### src/hw/rtl/miller_rabin_prime_test_64_macros.svh
// ----------------------------------------------------------------------------
// miller_rabin_prime_test_64_macros.svh
// Assertion macros shared by the primality test RTL.
// ----------------------------------------------------------------------------
`ifndef MILLER_RABIN_PRIME_TEST_64_MACROS_SVH
`define MILLER_RABIN_PRIME_TEST_64_MACROS_SVH

// same-cycle implication under synchronous active-low reset
`define MRPT_ASSERT_NOW(label, clk, rstn, ante, cons, msg) \
    label: assert property (@(posedge clk) disable iff (!rstn) (ante) |-> (cons)) \
        else $error(msg);

// next-cycle implication under synchronous active-low reset
`define MRPT_ASSERT_NEXT(label, clk, rstn, ante, cons, msg) \
    label: assert property (@(posedge clk) disable iff (!rstn) (ante) |=> (cons)) \
        else $error(msg);

`endif

### src/hw/rtl/mrpt64_pkg.sv
// ----------------------------------------------------------------------------
// mrpt64_pkg
// Types, constants and the witness table of the 64-bit primality test.
// ----------------------------------------------------------------------------
package mrpt64_pkg;

    localparam int WORD_W            = 64;
    localparam int WIT_TABLE_SIZE    = 12;
    localparam int WITNESS_COUNT_DEF = 12;
    localparam int WIT_W             = 6;
    localparam int WIDX_W            = $clog2(WIT_TABLE_SIZE);
    localparam int CNT_W             = $clog2(WORD_W);

    localparam logic [WIT_W-1:0] SCREEN_DIV = WIT_W'(3);
    localparam logic [CNT_W-1:0] CNT_LAST   = CNT_W'(WORD_W - 1);

    typedef logic [WORD_W-1:0] word_t;
    typedef logic [WIT_W-1:0]  wit_t;

    typedef enum logic [3:0] {
        ST_IDLE,
        ST_SCREEN,
        ST_MOD3,
        ST_SPLIT,
        ST_MODW,
        ST_POW_SQ,
        ST_SQ_WAIT,
        ST_POW_MUL,
        ST_MUL_WAIT,
        ST_POW_NEXT,
        ST_CHECK,
        ST_LOOP,
        ST_LOOP_WAIT,
        ST_NEXTW,
        ST_DONE
    } state_t;

    typedef struct packed {
        logic start;
        logic square;
    } mm_ctl_t;

    typedef struct packed {
        logic busy;
        logic done;
    } mm_sts_t;

    function automatic wit_t witness(input logic [WIDX_W-1:0] idx);
        wit_t w;
        case (idx)
            WIDX_W'(0):  w = WIT_W'(2);
            WIDX_W'(1):  w = WIT_W'(3);
            WIDX_W'(2):  w = WIT_W'(5);
            WIDX_W'(3):  w = WIT_W'(7);
            WIDX_W'(4):  w = WIT_W'(11);
            WIDX_W'(5):  w = WIT_W'(13);
            WIDX_W'(6):  w = WIT_W'(17);
            WIDX_W'(7):  w = WIT_W'(19);
            WIDX_W'(8):  w = WIT_W'(23);
            WIDX_W'(9):  w = WIT_W'(29);
            WIDX_W'(10): w = WIT_W'(31);
            WIDX_W'(11): w = WIT_W'(37);
            default:     w = WIT_W'(37);
        endcase
        return w;
    endfunction

endpackage

### src/hw/rtl/mrpt64_mulmod.sv
// ----------------------------------------------------------------------------
// mrpt64_mulmod
// Bit-serial modular multiplier: x * y mod m, one multiplier bit per cycle,
// most significant bit first. y is x itself (square) or a small witness.
// ----------------------------------------------------------------------------
`include "miller_rabin_prime_test_64_macros.svh"

module mrpt64_mulmod
    import mrpt64_pkg::*;
(
    input  logic    aclk,
    input  logic    aresetn,
    input  mm_ctl_t ctl,
    input  word_t   x,
    input  wit_t    w,
    input  word_t   m,
    output mm_sts_t sts,
    output word_t   result
);

    logic             run_reg,  run_next;
    logic             done_reg, done_next;
    logic [CNT_W-1:0] cnt_reg,  cnt_next;
    word_t            acc_reg,  acc_next;
    word_t            x_reg,    x_next;
    word_t            y_reg,    y_next;
    word_t            m_reg,    m_next;

    logic [WORD_W+1:0] s_sum;
    logic [WORD_W+1:0] s_less1;
    logic [WORD_W+1:0] s_less2;
    word_t             acc_step;

    always_comb begin
        s_sum    = {1'b0, acc_reg, 1'b0}
                 + (y_reg[WORD_W-1] ? {2'b00, x_reg} : {(WORD_W+2){1'b0}});
        s_less1  = s_sum - {2'b00, m_reg};
        s_less2  = s_sum - {1'b0, m_reg, 1'b0};
        if (!s_less2[WORD_W+1]) begin
            acc_step = s_less2[WORD_W-1:0];
        end else if (!s_less1[WORD_W+1]) begin
            acc_step = s_less1[WORD_W-1:0];
        end else begin
            acc_step = s_sum[WORD_W-1:0];
        end
    end

    always_comb begin
        run_next  = run_reg;
        done_next = 1'b0;
        cnt_next  = cnt_reg;
        acc_next  = acc_reg;
        x_next    = x_reg;
        y_next    = y_reg;
        m_next    = m_reg;
        if (run_reg) begin
            acc_next = acc_step;
            y_next   = {y_reg[WORD_W-2:0], 1'b0};
            cnt_next = cnt_reg + CNT_W'(1);
            if (cnt_reg == CNT_LAST) begin
                run_next  = 1'b0;
                done_next = 1'b1;
            end
        end else if (ctl.start) begin
            run_next = 1'b1;
            cnt_next = '0;
            acc_next = '0;
            x_next   = x;
            y_next   = ctl.square ? x : {{(WORD_W-WIT_W){1'b0}}, w};
            m_next   = m;
        end
    end

    always_ff @(posedge aclk) begin
        if (!aresetn) begin
            run_reg  <= 1'b0;
            done_reg <= 1'b0;
            cnt_reg  <= '0;
        end else begin
            run_reg  <= run_next;
            done_reg <= done_next;
            cnt_reg  <= cnt_next;
        end
        acc_reg <= acc_next;
        x_reg   <= x_next;
        y_reg   <= y_next;
        m_reg   <= m_next;
    end

    assign sts.busy = run_reg;
    assign sts.done = done_reg;
    assign result   = acc_reg;

    `MRPT_ASSERT_NEXT(a_start_runs, aclk, aresetn, (ctl.start && !run_reg), run_reg, "multiplier did not start")
    `MRPT_ASSERT_NOW(a_acc_reduced, aclk, aresetn, (run_reg && (x_reg < m_reg)), (acc_reg < m_reg), "accumulator not reduced")
    `MRPT_ASSERT_NOW(a_done_after_run, aclk, aresetn, done_reg, ($fell(run_reg)), "done without finished run")

endmodule

### src/hw/rtl/miller_rabin_prime_test_64.sv
// ----------------------------------------------------------------------------
// miller_rabin_prime_test_64
// Deterministic 64-bit primality test with a bit-serial modular multiplier.
// ----------------------------------------------------------------------------
// One number at a time. Numbers below 4, even numbers and multiples of 3 are
// answered by the screens. Every other number runs Miller-Rabin with
// up to WITNESS_COUNT witnesses (2 through 37); each witness costs a
// residue check, 64 exponent steps and up to 125 products in the one
// shared bit-serial multiplier (one multiplier bit per cycle): up to 62
// squarings and 63 multiplications by the witness for the power and up to
// 62 more squarings, fewer in all because the odd part and the trailing
// zeros of n - 1 share its 64 bits. Composites usually finish after the
// first witness. A result waits in the output register while the next
// number is taken.
`include "miller_rabin_prime_test_64_macros.svh"

module miller_rabin_prime_test_64
    import mrpt64_pkg::*;
#(
    parameter int WITNESS_COUNT = WITNESS_COUNT_DEF
) (
    input  logic        aclk,
    input  logic        aresetn,
    input  logic        s_axis_tvalid,
    output logic        s_axis_tready,
    input  logic [63:0] s_axis_tdata,   // [63:0] number
    output logic        m_axis_tvalid,
    input  logic        m_axis_tready,
    output logic [7:0]  m_axis_tdata    // [0] is_prime, [7:1] zero
);

    localparam int WIT_USED = (WITNESS_COUNT > WIT_TABLE_SIZE) ? WIT_TABLE_SIZE
                            : WITNESS_COUNT;
    localparam logic [WIDX_W-1:0] WIT_LAST = WIDX_W'(WIT_USED - 1);

    state_t            state_reg, state_next;
    word_t             n_reg,     n_next;
    word_t             nm1_reg,   nm1_next;
    word_t             e_reg,     e_next;
    word_t             pe_reg,    pe_next;
    word_t             acc_reg,   acc_next;
    word_t             sh_reg,    sh_next;
    logic [WIT_W-1:0]  r_reg,     r_next;
    logic [CNT_W-1:0]  cnt_reg,   cnt_next;
    logic [CNT_W-1:0]  twos_reg,  twos_next;
    logic [WIDX_W-1:0] widx_reg,  widx_next;
    logic              res_reg,   res_next;
    logic              mval_reg,  mval_next;
    logic              prime_reg, prime_next;

    mm_ctl_t mm_ctl;
    mm_sts_t mm_sts;
    word_t   mm_result;
    wit_t    wit;
    wit_t    mod_div;
    logic [WIT_W:0] r_sum;
    wit_t    r_step;

    assign wit     = witness(widx_reg);
    assign mod_div = (state_reg == ST_MOD3) ? SCREEN_DIV : wit;

    always_comb begin
        r_sum = {r_reg, sh_reg[WORD_W-1]};
        if (r_sum >= {1'b0, mod_div}) begin
            r_sum = r_sum - {1'b0, mod_div};
        end
        r_step = r_sum[WIT_W-1:0];
    end

    mrpt64_mulmod u_mulmod (
        .aclk    (aclk),
        .aresetn (aresetn),
        .ctl     (mm_ctl),
        .x       (acc_reg),
        .w       (wit),
        .m       (n_reg),
        .sts     (mm_sts),
        .result  (mm_result)
    );

    always_comb begin
        state_next    = state_reg;
        n_next        = n_reg;
        nm1_next      = nm1_reg;
        e_next        = e_reg;
        pe_next       = pe_reg;
        acc_next      = acc_reg;
        sh_next       = sh_reg;
        r_next        = r_reg;
        cnt_next      = cnt_reg;
        twos_next     = twos_reg;
        widx_next     = widx_reg;
        res_next      = res_reg;
        prime_next    = prime_reg;
        mval_next     = mval_reg && !m_axis_tready;
        mm_ctl.start  = 1'b0;
        mm_ctl.square = 1'b1;
        s_axis_tready = 1'b0;

        case (state_reg)
            ST_IDLE: begin
                s_axis_tready = 1'b1;
                if (s_axis_tvalid) begin
                    n_next     = s_axis_tdata;
                    nm1_next   = s_axis_tdata - WORD_W'(1);
                    state_next = ST_SCREEN;
                end
            end
            ST_SCREEN: begin
                if (n_reg[WORD_W-1:1] == '0) begin
                    res_next   = 1'b0;
                    state_next = ST_DONE;
                end else if (n_reg[WORD_W-1:2] == '0) begin
                    res_next   = 1'b1;
                    state_next = ST_DONE;
                end else if (!n_reg[0]) begin
                    res_next   = 1'b0;
                    state_next = ST_DONE;
                end else begin
                    r_next     = '0;
                    sh_next    = n_reg;
                    cnt_next   = '0;
                    state_next = ST_MOD3;
                end
            end
            ST_MOD3: begin
                r_next   = r_step;
                sh_next  = {sh_reg[WORD_W-2:0], 1'b0};
                cnt_next = cnt_reg + CNT_W'(1);
                if (cnt_reg == CNT_LAST) begin
                    if (r_step == '0) begin
                        res_next   = 1'b0;
                        state_next = ST_DONE;
                    end else begin
                        e_next     = nm1_reg;
                        twos_next  = '0;
                        state_next = ST_SPLIT;
                    end
                end
            end
            ST_SPLIT: begin
                if (!e_reg[0] && (twos_reg != CNT_LAST)) begin
                    e_next    = {1'b0, e_reg[WORD_W-1:1]};
                    twos_next = twos_reg + CNT_W'(1);
                end else begin
                    widx_next  = '0;
                    r_next     = '0;
                    sh_next    = n_reg;
                    cnt_next   = '0;
                    state_next = ST_MODW;
                end
            end
            ST_MODW: begin
                r_next   = r_step;
                sh_next  = {sh_reg[WORD_W-2:0], 1'b0};
                cnt_next = cnt_reg + CNT_W'(1);
                if (cnt_reg == CNT_LAST) begin
                    if (r_step == '0) begin
                        if (n_reg == {{(WORD_W-WIT_W){1'b0}}, wit}) begin
                            state_next = ST_NEXTW;
                        end else begin
                            res_next   = 1'b0;
                            state_next = ST_DONE;
                        end
                    end else begin
                        acc_next   = WORD_W'(1);
                        pe_next    = e_reg;
                        cnt_next   = '0;
                        state_next = ST_POW_SQ;
                    end
                end
            end
            ST_POW_SQ: begin
                if (acc_reg == WORD_W'(1)) begin
                    state_next = ST_POW_MUL;
                end else begin
                    mm_ctl.start = 1'b1;
                    state_next   = ST_SQ_WAIT;
                end
            end
            ST_SQ_WAIT: begin
                if (mm_sts.done) begin
                    acc_next   = mm_result;
                    state_next = ST_POW_MUL;
                end
            end
            ST_POW_MUL: begin
                if (pe_reg[WORD_W-1]) begin
                    mm_ctl.start  = 1'b1;
                    mm_ctl.square = 1'b0;
                    state_next    = ST_MUL_WAIT;
                end else begin
                    state_next = ST_POW_NEXT;
                end
            end
            ST_MUL_WAIT: begin
                if (mm_sts.done) begin
                    acc_next   = mm_result;
                    state_next = ST_POW_NEXT;
                end
            end
            ST_POW_NEXT: begin
                pe_next  = {pe_reg[WORD_W-2:0], 1'b0};
                cnt_next = cnt_reg + CNT_W'(1);
                if (cnt_reg == CNT_LAST) begin
                    state_next = ST_CHECK;
                end else begin
                    state_next = ST_POW_SQ;
                end
            end
            ST_CHECK: begin
                if ((acc_reg == WORD_W'(1)) || (acc_reg == nm1_reg)) begin
                    state_next = ST_NEXTW;
                end else begin
                    cnt_next   = CNT_W'(1);
                    state_next = ST_LOOP;
                end
            end
            ST_LOOP: begin
                if (cnt_reg >= twos_reg) begin
                    res_next   = 1'b0;
                    state_next = ST_DONE;
                end else begin
                    mm_ctl.start = 1'b1;
                    state_next   = ST_LOOP_WAIT;
                end
            end
            ST_LOOP_WAIT: begin
                if (mm_sts.done) begin
                    acc_next = mm_result;
                    if (mm_result == nm1_reg) begin
                        state_next = ST_NEXTW;
                    end else begin
                        cnt_next   = cnt_reg + CNT_W'(1);
                        state_next = ST_LOOP;
                    end
                end
            end
            ST_NEXTW: begin
                if (widx_reg == WIT_LAST) begin
                    res_next   = 1'b1;
                    state_next = ST_DONE;
                end else begin
                    widx_next  = widx_reg + WIDX_W'(1);
                    r_next     = '0;
                    sh_next    = n_reg;
                    cnt_next   = '0;
                    state_next = ST_MODW;
                end
            end
            ST_DONE: begin
                if (!mval_reg || m_axis_tready) begin
                    mval_next  = 1'b1;
                    prime_next = res_reg;
                    state_next = ST_IDLE;
                end
            end
            default: begin
                state_next = ST_IDLE;
            end
        endcase
    end

    always_ff @(posedge aclk) begin
        if (!aresetn) begin
            state_reg <= ST_IDLE;
            mval_reg  <= 1'b0;
            cnt_reg   <= '0;
            twos_reg  <= '0;
            widx_reg  <= '0;
        end else begin
            state_reg <= state_next;
            mval_reg  <= mval_next;
            cnt_reg   <= cnt_next;
            twos_reg  <= twos_next;
            widx_reg  <= widx_next;
        end
        n_reg     <= n_next;
        nm1_reg   <= nm1_next;
        e_reg     <= e_next;
        pe_reg    <= pe_next;
        acc_reg   <= acc_next;
        sh_reg    <= sh_next;
        r_reg     <= r_next;
        res_reg   <= res_next;
        prime_reg <= prime_next;
    end

    assign m_axis_tvalid = mval_reg;
    assign m_axis_tdata  = {7'b0, prime_reg};

    `MRPT_ASSERT_NOW(a_start_when_free, aclk, aresetn, mm_ctl.start,
        (!mm_sts.busy && !mm_sts.done), "multiplier started while busy")
    `MRPT_ASSERT_NOW(a_done_awaited, aclk, aresetn, mm_sts.done,
        ((state_reg == ST_SQ_WAIT) || (state_reg == ST_MUL_WAIT) || (state_reg == ST_LOOP_WAIT)),
        "product arrived unexpectedly")
    `MRPT_ASSERT_NOW(a_acc_below_n, aclk, aresetn, (state_reg == ST_POW_SQ),
        (acc_reg < n_reg), "accumulator not reduced")
    `MRPT_ASSERT_NOW(a_widx_range, aclk, aresetn, (state_reg == ST_MODW),
        (widx_reg <= WIT_LAST), "witness index out of range")

endmodule

### config.mk
export PLATFORM = sky130hd
export DESIGN_NAME = miller_rabin_prime_test_64
export DESIGN_NICKNAME = d
export VERILOG_FILES = /design/src/hw/rtl/mrpt64_pkg.sv /design/src/hw/rtl/mrpt64_mulmod.sv /design/src/hw/rtl/miller_rabin_prime_test_64.sv
export VERILOG_INCLUDE_DIRS = /design/src /design/src/hw/rtl
export SDC_FILE = /design/constraint.sdc
export NUM_CORES = 2
export LEC_CHECK = 0
export ABC_AREA = 1
export BUFFER_PORTS_ARGS = -buffer_cell sky130_fd_sc_hd__buf_4
export CAP_MARGIN = 0
export CORE_MARGIN = 2
export CORE_UTILIZATION = 58
export CTS_CLUSTER_SIZE = 30
export DETAILED_ROUTE_END_ITERATION = 8
export PLACE_DENSITY = 0.77
export SYNTH_ARGS = -nofsm -noshare
export SYNTH_HDL_FRONTEND = slang
export SYNTH_SLANG_ARGS = --single-unit
### constraint.sdc
create_clock -name aclk -period 10.5 [get_ports aclk]
set_input_delay 1.575 -clock aclk [delete_from_list [all_inputs] [get_ports aclk]]
set_output_delay 1.575 -clock aclk [all_outputs]
set_load 0.1 [all_outputs]
==> impl_metrics.ini <==
[worst_setup_path]
cp_slowest_stage_delay_ps = 640
slowest_stage = nand3_4
cp_max_fo = 64
reg2reg_to = u_mulmod.result[48]$_SDFFCE_PN0P_
worst-setup-path-type = flop to flop
worst-path-stages = 29
crit_family = simple AND/OR/NAND/NOR gates
cp.required_ps = 10970
startpoint = u_mulmod.y_reg[63]$_DFFE_PP_
r2r-start = u_mulmod.y_reg[63]$_DFFE_PP_
critPathBufInv = 3
cpMostUsedCell = nand2_1
worstPathArrival_ps = 7810
regToRegSetupSlack_ps = 3160
r2r_cells = 29
startpoint_type = flop
endpoint = u_mulmod.result[48]$_SDFFCE_PN0P_
endpoint_kind = flop

[clocking]
numCtsBuffers = 73
cts-root-buf = clkbuf_16
cts_max_level = 3
cts_tree = yes
hold_buffers = 0
cts_sinks = 683
cts.path.max_buffers = 3
ctsResizeCount = 0
cts_setup_buffers = 0
clk_pin_slew_ps = 60
clock_latency_ps = 660

[run_status]
outcome = finished, final reports clean

[routing]
dr.max_layer_used = met5
vias = 40855
dr.pass1.iters = 9
wl_met1_um = 65500
wl_met2_um = 73700
route.met3.wl_um = 19500
detail-route-antenna-nets = 0
routed_via_density = 6.08
wl_um = 168000
drtIter0Drc = 5396
drc = 0
wire_per_inst_um = 24.9

[synthesis]
synth_top_cell_area_share_pct = 42.9
netlist_instances = 5578
yosys_warnings = 0
ys_top_cells_by_count = 1284 x nand2_1, 834 x inv_1, 648 x nor2_1
yosysTopAreaCell = edfxtp_1
synth-seq-cells = 683
syn-cell-area_sq_mm = 0.0453
ys.flop_type = edfxtp_1
seq_area_frac_synth_pct = 44.5
synth_edf_count = 647
syn_area_per_cell_sq_um = 8.12
netlist_top_cells_area = edfxtp_1 43%, nand2_1 11%, inv_1 6.9%, ha_1 5.8%, nor2_1 5.4%
async_reset_ff_share_pct = 0
yosysMostFrequentCell = nand2_1
ys_types = 73

[timing]
fin_crit_ps = 7340
hold_viol = 0
holdWs_ps = 448
setup_viol = 0
maxSlewViolCount = 0
fin_crit_sh_pct = 69.9
skew_ps = 55.1
max_freq_mhz = 136
rsz0062_at_grt = false
worstMarginPinSlew_ps = 1280
setup_ws_ps = 3160
relSlewSlack_pct = 14.3
tns_ps = 0

[cells_and_area]
syn_to_final_growth_pct = 8.41
drive_above_1_share_pct = 5.12
fin_nets = 5908
layoutNonFillerInstCount = 6724
final_util_pct = 63.5

[min_path]
min_from = n_reg[35]$_DFFE_PP_
hp-class = flop to flop

[pwr]
p_switching_mw = 6.74
p_seq_share_pct = 31.1
power_frac_comb_pct = 50.3
ir_worst_vdd_mv = 0.307
swShare_pct = 47.7
p_per_area_mw_per_mm2 = 288
clkPwrFrac_pct = 18.6
leakagePower_nw = 21.0
internal_power_mw = 7.38

[global_routing]
grt_max_degree = 115
overflow = 0
grt_pass1_vias = 38039
antenna_found_initial = 5
grtUsageTotal_pct = 40.8
grt_pass1_wl_um = 243000

[floorplanning]
die_area_sq_mm = 0.0803
die_w_um = 283
row_count = 102
ios = 78
die_h_um = 283
coreArea_sq_mm = 0.0773
initial_core_util_pct = 58.5

[place]
place_ws_ps = 3580
portBuffers = 70
placed_cells = 6590
gp_congestion = 1.10
dp_hpwl_um = 132000

[job]
max-cap-violations = 0
## layer usage
metal  up-vias  track usage (%)
met1     19193             54.7
met3       429             9.75
met5         -            0.893
met2      2533             62.7
met4         6             18.7
li1      18694                -
## final cells by class
| class | count | area (sq um) |
|---|---|---|
| Antenna cell | 1 | 2.50 |
| Sequential cell | 683 | 20200 |
| Clock inverter | 40 | 493 |
| Tap cell | 1040 | 1300 |
| Inverter | 846 | 3190 |
| Clock buffer | 93 | 1900 |
| Multi-Input combinational cell | 3926 | 21300 |
| Timing Repair Buffer | 95 | 713 |
| Fill cell | 6752 | 28300 |
## worst min path at each step
stage | to | cells after the start | slack [ps]
global placement | u_mulmod.m_reg[55]$_DFFE_PP_ | 0 | 430
CTS | u_mulmod.m_reg[35]$_DFFE_PP_ | 0 | 450
global route | u_mulmod.m_reg[50]$_DFFE_PP_ | 0 | 460
detailed placement | u_mulmod.m_reg[35]$_DFFE_PP_ | 0 | 430
floorplan | prime_reg$_DFFE_PP_ | 0 | 400
finish | u_mulmod.m_reg[35]$_DFFE_PP_ | 0 | 450
## logic make-up (layout without fill, tap and decap cells)
logic type	Yosys count	in the layout	synth area share, %
compound gates	852	852	11.2
xor+xnor	310	310	6.00
fa+ha+maj	215	215	6.01
buf+inv	975	1074	8.57
flops	683	683	44.5
mux	3	3	0.0663
other cells	1	8	0.00828
simple gates	2539	2539	23.6
## power groups by stage
stage          Clock [mW]  Sequential [mW]  Combinational (mW)
3_3_place_gp            0             4.40                6.78
4_1_cts              2.64             4.36                6.86
2_1_floorplan           0             4.23                4.71
6_report             2.63             4.39                7.10
5_1_grt              2.75             4.41                7.64
3_5_place_dp            0             4.41                6.80
## cell usage in the layout, fill, tap and decap left out, types with 9 or more instances in the layout
cell	n
a211oi_1	9
a21boi_0	20
a21o_1	35
a21oi_1	335
a221oi_1	13
a31oi_1	45
a32o_1	58
buf_4	95
clkbuf_1	20
clkbuf_16	73
clkinv_1	11
clkinv_2	9
dfxtp_1	35
edfxtp_1	647
ha_1	211
inv_1	828
inv_2	13
nand2_1	1283
nand2_2	14
nand3_1	332
nand3b_1	11
nand4_1	59
nor2_1	644
nor2_4	10
nor3_1	64
nor4_1	56
o211ai_1	14
o21a_1	24
o21ai_0	240
o21bai_1	23
or2_2	16
xnor2_1	108
xor2_1	202
## stage by stage
stage	instance area, sq um	power (mW)
after global routing	49100	14.8
final	49100	14.1
after global placement	46700	11.2
after floorplan	45300	8.94
after detailed placement	46700	11.2
after CTS	49100	13.9
(Power assumes the default switching activity.)
